### config.mk
export PLATFORM = sky130hd
export DESIGN_NAME = reed_solomon_parity_encoder_flat
export DESIGN_NICKNAME = d
export VERILOG_FILES = /design/src/sv/rsp_pkg.sv /design/src/sv/rsp_in_if.sv /design/src/sv/rsp_out_if.sv /design/src/sv/rsp_front.sv /design/src/sv/rsp_queue.sv /design/src/sv/rsp_back.sv /design/src/sv/reed_solomon_parity_encoder.sv /design/src/flat_wrapper.sv
export SDC_FILE = /design/constraint.sdc
export NUM_CORES = 2
export LEC_CHECK = 0
export ABC_AREA = 1
export BUFFER_PORTS_ARGS = -buffer_cell sky130_fd_sc_hd__buf_2
export CELL_PAD_IN_SITES_DETAIL_PLACEMENT = 1
export CELL_PAD_IN_SITES_GLOBAL_PLACEMENT = 1
export CORE_ASPECT_RATIO = 0.8
export CORE_MARGIN = 2
export CORE_UTILIZATION = 45
export DETAILED_ROUTE_END_ITERATION = 6
export PLACE_DENSITY = 0.9
export SLEW_MARGIN = 10
export SYNTH_ARGS = -nofsm -noshare
export SYNTH_HDL_FRONTEND = slang
export SYNTH_SLANG_ARGS = --single-unit
### constraint.sdc
create_clock -name clk -period 18 [get_ports clk]
set_input_delay 3.6 -clock clk [delete_from_list [all_inputs] [get_ports clk]]
set_output_delay 3.6 -clock clk [all_outputs]
set_load 0.03 [all_outputs]
### src/sv/rsp_pkg.sv
// shared types, constants and GF(256) arithmetic for the reed-solomon parity encoder
// no dependencies; the front, queue, back, top and testbench files import this package

package rsp_pkg;

  // largest supported parity count and derived widths
  localparam int MAX_PARITY   = 32;
  localparam int CNT_W        = $clog2(MAX_PARITY + 1);
  localparam int IDX_W        = (MAX_PARITY > 1) ? $clog2(MAX_PARITY) : 1;
  localparam int CFG_W        = 6;
  localparam int RESET_PARITY = 10;

  // field polynomial 0x11d without its x^8 term, and the primitive element
  localparam logic [7:0] FIELD_POLY_LO = 8'h1D;
  localparam logic [7:0] GF_ALPHA      = 8'h02;

  typedef logic [7:0]                     gf_byte_t;
  typedef gf_byte_t [MAX_PARITY-1:0]      gf_vec_t;
  typedef logic [CNT_W-1:0]               cnt_t;
  typedef logic [IDX_W-1:0]               idx_t;

  // GF(256) multiply, msb-first shift and add
  function automatic gf_byte_t gf_mul(gf_byte_t x, gf_byte_t y);
    gf_byte_t acc;
    acc = '0;
    for (int b = 7; b >= 0; b--) begin
      acc = {acc[6:0], 1'b0} ^ (acc[7] ? FIELD_POLY_LO : 8'h00);
      acc = acc ^ (y[b] ? x : 8'h00);
    end
    return acc;
  endfunction

  // saturate a written parity count into 1..MAX_PARITY
  function automatic cnt_t clamp_count(logic [CFG_W-1:0] v);
    cnt_t c;
    if (v == '0) begin
      c = cnt_t'(1);
    end else if (int'(v) > MAX_PARITY) begin
      c = cnt_t'(MAX_PARITY);
    end else begin
      c = cnt_t'(v);
    end
    return c;
  endfunction

  // starting generator for a count d: a single 1 at position d-1
  function automatic gf_vec_t gen_seed(cnt_t d);
    gf_vec_t g;
    idx_t    pos;
    g        = '0;
    pos      = idx_t'(d - cnt_t'(1));
    g[pos]   = 8'h01;
    return g;
  endfunction

endpackage

### src/sv/rsp_in_if.sv
// message byte channel: valid/ready handshake with data byte and last flag
// no dependencies

interface rsp_in_if;
  logic       valid;
  logic       ready;
  logic [7:0] data_byte;
  logic       last_byte;

  modport source (output valid, output data_byte, output last_byte, input ready);
  modport sink   (input valid, input data_byte, input last_byte, output ready);
endinterface

### src/sv/rsp_out_if.sv
// parity byte channel: valid/ready handshake with parity byte and last flag
// no dependencies

interface rsp_out_if;
  logic       valid;
  logic       ready;
  logic [7:0] parity_byte;
  logic       last_parity;

  modport source (output valid, output parity_byte, output last_parity, input ready);
  modport sink   (input valid, input parity_byte, input last_parity, output ready);
endinterface

### src/sv/rsp_front.sv
// front end: generator build after reset or config write, and the parallel remainder lfsr
// depends on rsp_pkg and rsp_in_if; hands finished remainders to rsp_queue

module rsp_front import rsp_pkg::*; (
  input  logic            clk,
  input  logic            rst_n,
  input  logic            cfg_wr_en,
  input  logic [CFG_W-1:0] cfg_wr_data,
  rsp_in_if.sink          in_ch,
  input  logic            q_full,
  input  logic            q_take,
  output logic            q_wr_en,
  output gf_vec_t         q_wr_data,
  output cnt_t            count
);

  typedef enum logic {ST_BUILD, ST_RUN} state_t;

  state_t   state_r;
  cnt_t     count_r;
  cnt_t     iter_r;
  gf_byte_t root_r;
  gf_vec_t  gen_r;
  gf_vec_t  rem_r;

  cnt_t     cfg_count;
  gf_byte_t factor;
  gf_byte_t mul_op;
  gf_vec_t  prod;
  gf_vec_t  gen_nxt;
  gf_vec_t  rem_nxt;
  logic     in_xfer;

  // multipliers are shared: root during build, feedback factor while running
  always_comb begin
    cfg_count = clamp_count(cfg_wr_data);
    factor    = in_ch.data_byte ^ rem_r[0];
    mul_op    = (state_r == ST_BUILD) ? root_r : factor;
    for (int j = 0; j < MAX_PARITY; j++) begin
      prod[j] = gf_mul(gen_r[j], mul_op);
    end
    // entries at and past the count stay zero, so a plain byte shift suffices
    gen_nxt = prod ^ (gen_r >> 8);
    rem_nxt = prod ^ (rem_r >> 8);
  end

  // input handshake: hold off while building or when the queue cannot take a remainder
  assign in_ch.ready = (state_r == ST_RUN) && (!q_full || q_take);
  assign in_xfer     = in_ch.valid && in_ch.ready;
  assign q_wr_en     = in_xfer && in_ch.last_byte;
  assign q_wr_data   = rem_nxt;
  assign count       = count_r;

  // state, generator build and remainder update
  always_ff @(posedge clk) begin
    if (!rst_n) begin
      state_r <= ST_BUILD;
      count_r <= cnt_t'(RESET_PARITY);
      iter_r  <= '0;
      root_r  <= 8'h01;
      gen_r   <= gen_seed(cnt_t'(RESET_PARITY));
      rem_r   <= '0;
    end else if (cfg_wr_en) begin
      state_r <= ST_BUILD;
      count_r <= cfg_count;
      iter_r  <= '0;
      root_r  <= 8'h01;
      gen_r   <= gen_seed(cfg_count);
      rem_r   <= '0;
    end else begin
      unique case (state_r)
        ST_BUILD: begin
          gen_r  <= gen_nxt;
          root_r <= gf_mul(root_r, GF_ALPHA);
          iter_r <= iter_r + cnt_t'(1);
          if (iter_r == count_r - cnt_t'(1)) begin
            state_r <= ST_RUN;
          end
        end
        ST_RUN: begin
          if (in_xfer) begin
            rem_r <= in_ch.last_byte ? '0 : rem_nxt;
          end
        end
        default: state_r <= ST_BUILD;
      endcase
    end
  end

endmodule

### src/sv/rsp_queue.sv
// single-entry queue holding one finished remainder between front and back
// depends on rsp_pkg

module rsp_queue import rsp_pkg::*; (
  input  logic    clk,
  input  logic    rst_n,
  input  logic    wr_en,
  input  gf_vec_t wr_data,
  input  logic    rd_en,
  output logic    full,
  output gf_vec_t rd_data
);

  logic    valid_r;
  logic    valid_nxt;
  gf_vec_t data_r;

  assign valid_nxt = wr_en || (valid_r && !rd_en);
  assign full      = valid_r;
  assign rd_data   = data_r;

  // occupancy
  always_ff @(posedge clk) begin
    if (!rst_n) begin
      valid_r <= 1'b0;
    end else begin
      valid_r <= valid_nxt;
    end
  end

  // payload
  always_ff @(posedge clk) begin
    if (wr_en) begin
      data_r <= wr_data;
    end
  end

endmodule

### src/sv/rsp_back.sv
// back end: shifts one remainder out as parity bytes, highest order first
// depends on rsp_pkg and rsp_out_if; loads from rsp_queue

module rsp_back import rsp_pkg::*; (
  input  logic    clk,
  input  logic    rst_n,
  input  cnt_t    count,
  input  logic    q_full,
  input  gf_vec_t q_data,
  output logic    q_take,
  rsp_out_if.source out_ch
);

  cnt_t    left_r;
  cnt_t    left_nxt;
  gf_vec_t sh_r;
  logic    out_xfer;
  logic    last_out;

  assign last_out           = (left_r == cnt_t'(1));
  assign out_ch.valid       = (left_r != '0);
  assign out_ch.parity_byte = sh_r[0];
  assign out_ch.last_parity = last_out;
  assign out_xfer           = out_ch.valid && out_ch.ready;

  // load the next remainder once the current one is drained or finishing
  assign q_take = q_full && ((left_r == '0) || (last_out && out_xfer));

  always_comb begin
    left_nxt = left_r;
    if (q_take) begin
      left_nxt = count;
    end else if (out_xfer) begin
      left_nxt = left_r - cnt_t'(1);
    end
  end

  // remaining byte count
  always_ff @(posedge clk) begin
    if (!rst_n) begin
      left_r <= '0;
    end else begin
      left_r <= left_nxt;
    end
  end

  // parity shift register
  always_ff @(posedge clk) begin
    if (q_take) begin
      sh_r <= q_data;
    end else if (out_xfer) begin
      sh_r <= sh_r >> 8;
    end
  end

endmodule

### src/sv/reed_solomon_parity_encoder.sv
// reed-solomon parity encoder over GF(256), polynomial 0x11d; takes one message byte per cycle
// while ready is high. a finished remainder waits in the queue until the back end loads it
// into its shift register; then parity_count bytes, one per cycle while out_ch is ready.
// input stalls while a remainder waits in the full queue. after reset (generator for 10 parity
// bytes) and each config write the generator is rebuilt while the input is held off.
// depends on rsp_pkg, rsp_in_if, rsp_out_if, rsp_front, rsp_queue, rsp_back

module reed_solomon_parity_encoder import rsp_pkg::*; (
  input  logic             clk,
  input  logic             rst_n,
  rsp_in_if.sink           in_ch,
  rsp_out_if.source        out_ch,
  input  logic             cfg_wr_en,
  input  logic [CFG_W-1:0] cfg_wr_data
);

  logic    q_wr_en;
  gf_vec_t q_wr_data;
  logic    q_full;
  logic    q_take;
  gf_vec_t q_rd_data;
  cnt_t    count;

  // byte intake and remainder lfsr
  rsp_front u_front (
    .clk        (clk),
    .rst_n      (rst_n),
    .cfg_wr_en  (cfg_wr_en),
    .cfg_wr_data(cfg_wr_data),
    .in_ch      (in_ch),
    .q_full     (q_full),
    .q_take     (q_take),
    .q_wr_en    (q_wr_en),
    .q_wr_data  (q_wr_data),
    .count      (count)
  );

  // finished remainder waiting for the back end
  rsp_queue u_queue (
    .clk    (clk),
    .rst_n  (rst_n),
    .wr_en  (q_wr_en),
    .wr_data(q_wr_data),
    .rd_en  (q_take),
    .full   (q_full),
    .rd_data(q_rd_data)
  );

  // parity emission
  rsp_back u_back (
    .clk   (clk),
    .rst_n (rst_n),
    .count (count),
    .q_full(q_full),
    .q_data(q_rd_data),
    .q_take(q_take),
    .out_ch(out_ch)
  );

endmodule

### src/flat_wrapper.sv
// flat-port wrapper written by rule: the top's interface ports become plain ports
module reed_solomon_parity_encoder_flat import rsp_pkg::*;
  (clk, rst_n, cfg_wr_en, cfg_wr_data, in_ch_valid, in_ch_data_byte, in_ch_last_byte, in_ch_ready, out_ch_valid, out_ch_parity_byte, out_ch_last_parity, out_ch_ready);
  rsp_in_if in_ch_i ();
  rsp_out_if out_ch_i ();
  input  logic clk;
  input  logic rst_n;
  input  logic cfg_wr_en;
  input  logic [CFG_W-1:0] cfg_wr_data;
  input wire logic [$bits(in_ch_i.valid)-1:0] in_ch_valid;
  input wire logic [$bits(in_ch_i.data_byte)-1:0] in_ch_data_byte;
  input wire logic [$bits(in_ch_i.last_byte)-1:0] in_ch_last_byte;
  output wire logic [$bits(in_ch_i.ready)-1:0] in_ch_ready;
  output wire logic [$bits(out_ch_i.valid)-1:0] out_ch_valid;
  output wire logic [$bits(out_ch_i.parity_byte)-1:0] out_ch_parity_byte;
  output wire logic [$bits(out_ch_i.last_parity)-1:0] out_ch_last_parity;
  input wire logic [$bits(out_ch_i.ready)-1:0] out_ch_ready;
  assign in_ch_i.valid = in_ch_valid;
  assign in_ch_i.data_byte = in_ch_data_byte;
  assign in_ch_i.last_byte = in_ch_last_byte;
  assign in_ch_ready = in_ch_i.ready;
  assign out_ch_valid = out_ch_i.valid;
  assign out_ch_parity_byte = out_ch_i.parity_byte;
  assign out_ch_last_parity = out_ch_i.last_parity;
  assign out_ch_i.ready = out_ch_ready;
  reed_solomon_parity_encoder u_core (.clk(clk), .rst_n(rst_n), .in_ch(in_ch_i), .out_ch(out_ch_i), .cfg_wr_en(cfg_wr_en), .cfg_wr_data(cfg_wr_data));
endmodule
==> out/results.md <==
### Run status
• completed — run status

### Critical path
• u_core.u_queue.rd_data[196]$_DFFE_PP_ — capture instance of the worst register-to-register path
• u_core.u_front.state_r$_SDFF_PP0_ — critical register-to-register path startpoint
• buf_2 > nand2_1 > o21ai_0 > o21ai_0 > inv_1 > buf_2 — crit-path cells
• 3 — highest net fanout along the worst path
• o21ai_0 — Critical-path top delay cell
• 14400 ps — data required time of the worst path
• 12050 ps — setup slack on the worst flop-to-flop path
• 4730 ps — Arr. time, crit path
• 450 ps — stage delay of the slowest cell on the critical path
• 3 — count of buffering cells on the critical path with inverters included
• in2out — type of the worst setup path
• compound AO/OA/AOI/OAI gates — cell type group with the largest total delay on the critical path
• output port — Setup crit end kind
• 20 — depth of the most critical reg-to-reg path
• input pin — Worst setup SP type

### STA
• 38.5 ps — worst clock skew
• 120 MHz — highest attainable clock frequency
• 0 — final slew viol count
• 0.463 — final worst path period share
• 0 ps — Final TNS setup
• 478 ps — hold slack final
• false — unrepaired setup endpoints after global routing
• 1240 ps — worst-margin pin slew
• 0.174 — Max-slew headroom
• 8330 ps — crit path time final
• 0 — total of endpoints with negative setup slack in the final report
• 0 — number of hold-slack violations in the final timing report

### Clocking
• 810 ps — clock network latency to the later pin of the worst-skew pair
• 0 — Hold-fix buffers, CTS
• done — clock tree from TritonCTS
• 3 — CTS H-tree lvls
• 1052 — # clock sinks
• 0 — quantity of gates resized following cts
• 3 — clock tree buffer depth
• 60 ps — post-CTS clock slew at the launch and capture registers of the worst setup and hold paths
• clkbuf_16 — root cell of the clock tree
• 111 — CTS buffer count
• 0 — post-CTS repair timing setup buffer count

### GRT
• 509000 µm — wire length of the first global-routing pass
• 0.0512 — Global Route met3 Usage
• 170 — maximum number of pins on one net before global-route repair
• 0.326 — overall fraction of global-route tracks in use
• 89400 — vias in the first global route
• 0 — total global routing overflow
• 0.442 — GRT met1 Usage
• met2 — Most Crowded Layer GR
• 0.522 — met2 routing resource usage after global routing
• 12 — initial antenna violation count

### Min path
• u_core.u_front.rem_r[159]$_SDFFE_PP0P_ — Hold Path Sink
• 2 — worst hold path stage count
• reg2reg — Worst Hold Class
• u_core.u_front.rem_r[159]$_SDFFE_PP0P_ — startpoint of the tightest hold check path

### Route
• 0 — post-route antenna net violation count
• 6 — iteration count of the initial detailed-routing pass
• 8450 — DR iter-0 viols
• 0 — DRC violation count after routing
• 20.9 µm — final routed wire length divided by cell count
• 329000 µm — overall routed net length
• 88400 — via count of the routed design
• 5.63 — average vias per placed instance

### Synth
• 6.43 µm² — mean instance size in the synthesized netlist
• 512 — Post-synth EDFFs
• nand2_1 — most frequent cell after synthesis
• 49 — Netlist cell types
• 13500 — Post-Synthesis Cells
• 0 — Yosys warning total
• 0 — proportion of register bits with asynchronous set or reset after synthesis
• 13500 — number of nets produced by synthesis
• 0.237 — area share of the largest cell type after synthesis
• nand2_1 24%, edfxtp_1 18%, dfxtp_1 12% — Area contributors post-synth
• dfxtp_1 — most used flip-flop cell after synthesis
• 0.302 — post-synthesis sequential area ratio
• 86700 µm² — Mapped Area
• 5475 x nand2_1, 1335 x inv_1, 1145 x xor2_1 — top cell types by occurrence after synthesis
• nand2_1 — Yosys top cell by area
• 1052 — Seq cells post-synth

### Power and ir drop
• 1.86 mW — switching power total
• 0.300 — switching share of power
• 39.6 nW — leakage
• 4.34 mW — internal power
• 6.19 mW — overall power of the completed layout
• 0.396 — clock network power share
• 0.0891 mV — Max IR drop VDD
• 0.126 — logic gate share of total power
• 67.6 nW/µm² — ratio of total power to cell area
• 0.478 — sequential power share

### Final layout
• 91600 µm² — final design area excluding fillers
• 0.478 — final core occ
• 5.75% — Layout Area Growth over Synthesis
• 0.0326 — fraction of layout instances using a drive strength above 1
• 25800 — filler cell count
• 13100 — net total in the final layout

### Floorplanning
• 31 — Top-Level Pins
• 397 µm — die height
• 495 µm — die boundary width
• 196000 µm² — die area
• 192000 µm² — placeable core area
• 144 — number of rows in the core area
• 0.452 — effective utilization at floorplan

### Place
• 87900 µm² — area of placed instances
• 216000 µm — final HPWL from detailed placement
• 30 — count of buffers inserted at the top-level ports
• 0.883 — routability congestion estimate

### Run
• 0 — MaxCap Viol Count

tightest hold or removal path, cell delays in order, from the launching register on:
cell and delay [ps]:
dfxtp_1 310, nand2_1 60, a21oi_1 60
cells in the final DEF (no fill, tap or decap), types with 8 or more instances in the layout:
| master | n |
|---|---|
| xor2_2 | 9 |
| buf_12 | 11 |
| clkinv_2 | 21 |
| clkbuf_16 | 112 |
| nand2_1 | 5470 |
| o21ai_1 | 17 |
| or2_1 | 25 |
| edfxtp_1 | 512 |
| or2_2 | 64 |
| a21o_1 | 9 |
| a21oi_1 | 538 |
| o22ai_1 | 10 |
| and2_1 | 128 |
| clkbuf_8 | 12 |
| nand2_2 | 21 |
| nand4_1 | 43 |
| inv_1 | 1330 |
| xnor2_2 | 30 |
| o211ai_1 | 16 |
| nand3_1 | 1005 |
| nand3b_1 | 132 |
| nor2_1 | 852 |
| xnor2_1 | 632 |
| clkbuf_1 | 21 |
| a31oi_1 | 16 |
| buf_2 | 30 |
| buf_4 | 53 |
| bufinv_16 | 8 |
| xor2_1 | 1145 |
| dfxtp_1 | 539 |
| o21ai_0 | 229 |
| clkinv_1 | 21 |
flip-flops by register name, indices dropped and copies added, names as in the netlist:
signal                            flops
u_core.u_back.left_r                  6
u_core.u_back.out_ch.parity_byte      8
u_core.u_back.sh_r                  248
u_core.u_front.count                  6
u_core.u_front.gen_r                256
u_core.u_front.iter_r                 6
u_core.u_front.rem_r                256
u_core.u_front.root_r                 8
u_core.u_front.state_r                1
u_core.u_queue.full                   1
u_core.u_queue.rd_data              256
routing by layer:
metal	vias to the layer above	wire [µm]
met1	43200	141000
li1	40600	-
met5	-	46
met4	8	12000
met2	3879	146000
met3	754	29700
area by class of cell:
cell class	instances	area, µm²	area share
clock buffer	145	3050	0.0332
antenna	6	15.0	0.000164
multi-input combinational	10400	52700	0.575
sequential	1052	26200	0.286
clock inverter	67	684	0.00747
inverter	1345	5070	0.0554
tap	2555	3200	0.0349
timing repair buffer	94	768	0.00838
worst max-delay path by stage:
stage | start | end | depth (start not counted)
finish | out_ch_ready | in_ch_ready | 6
global route | out_ch_ready | in_ch_ready | 6
CTS | out_ch_ready | in_ch_ready | 6
detailed placement | out_ch_ready | in_ch_ready | 6
global placement | out_ch_ready | in_ch_ready | 6
floorplan | out_ch_ready | u_core.u_queue.rd_data[0]$_DFFE_PP_ | 7
power groups by stage:
stage	logic, mW	clock network [mW]	registers [mW]
final	0.780	2.45	2.96
after global routing	0.832	2.55	2.97
after global placement	0.717	0	2.99
after detailed placement	0.747	0	3.00
after CTS	0.763	2.46	2.96
after floorplan	0.485	0	3.03
cell families (layout without fill, tap and decap cells):
family,Yosys count,after routing,share of synthesized area
AND/OR/NAND/NOR,7772,7772,0.366
AO/OA/AOI/OAI,851,851,0.0507
adder cells (fa/ha/maj),5,5,0.000722
buffers and inverters,1980,1651,0.0919
flip-flops,1052,1052,0.302
XOR/XNOR,1821,1821,0.188
other,0,6,0
stage by stage:
step | cells | setup WS, ps
final | 15700 | 9670
after global routing | 15700 | 9580
after CTS | 15700 | 9680
after detailed placement | 15500 | 9680
after global placement | 15500 | 9690
after floorplan | 13500 | 1870
No activity file was read; power rests on OpenSTA's default activity.
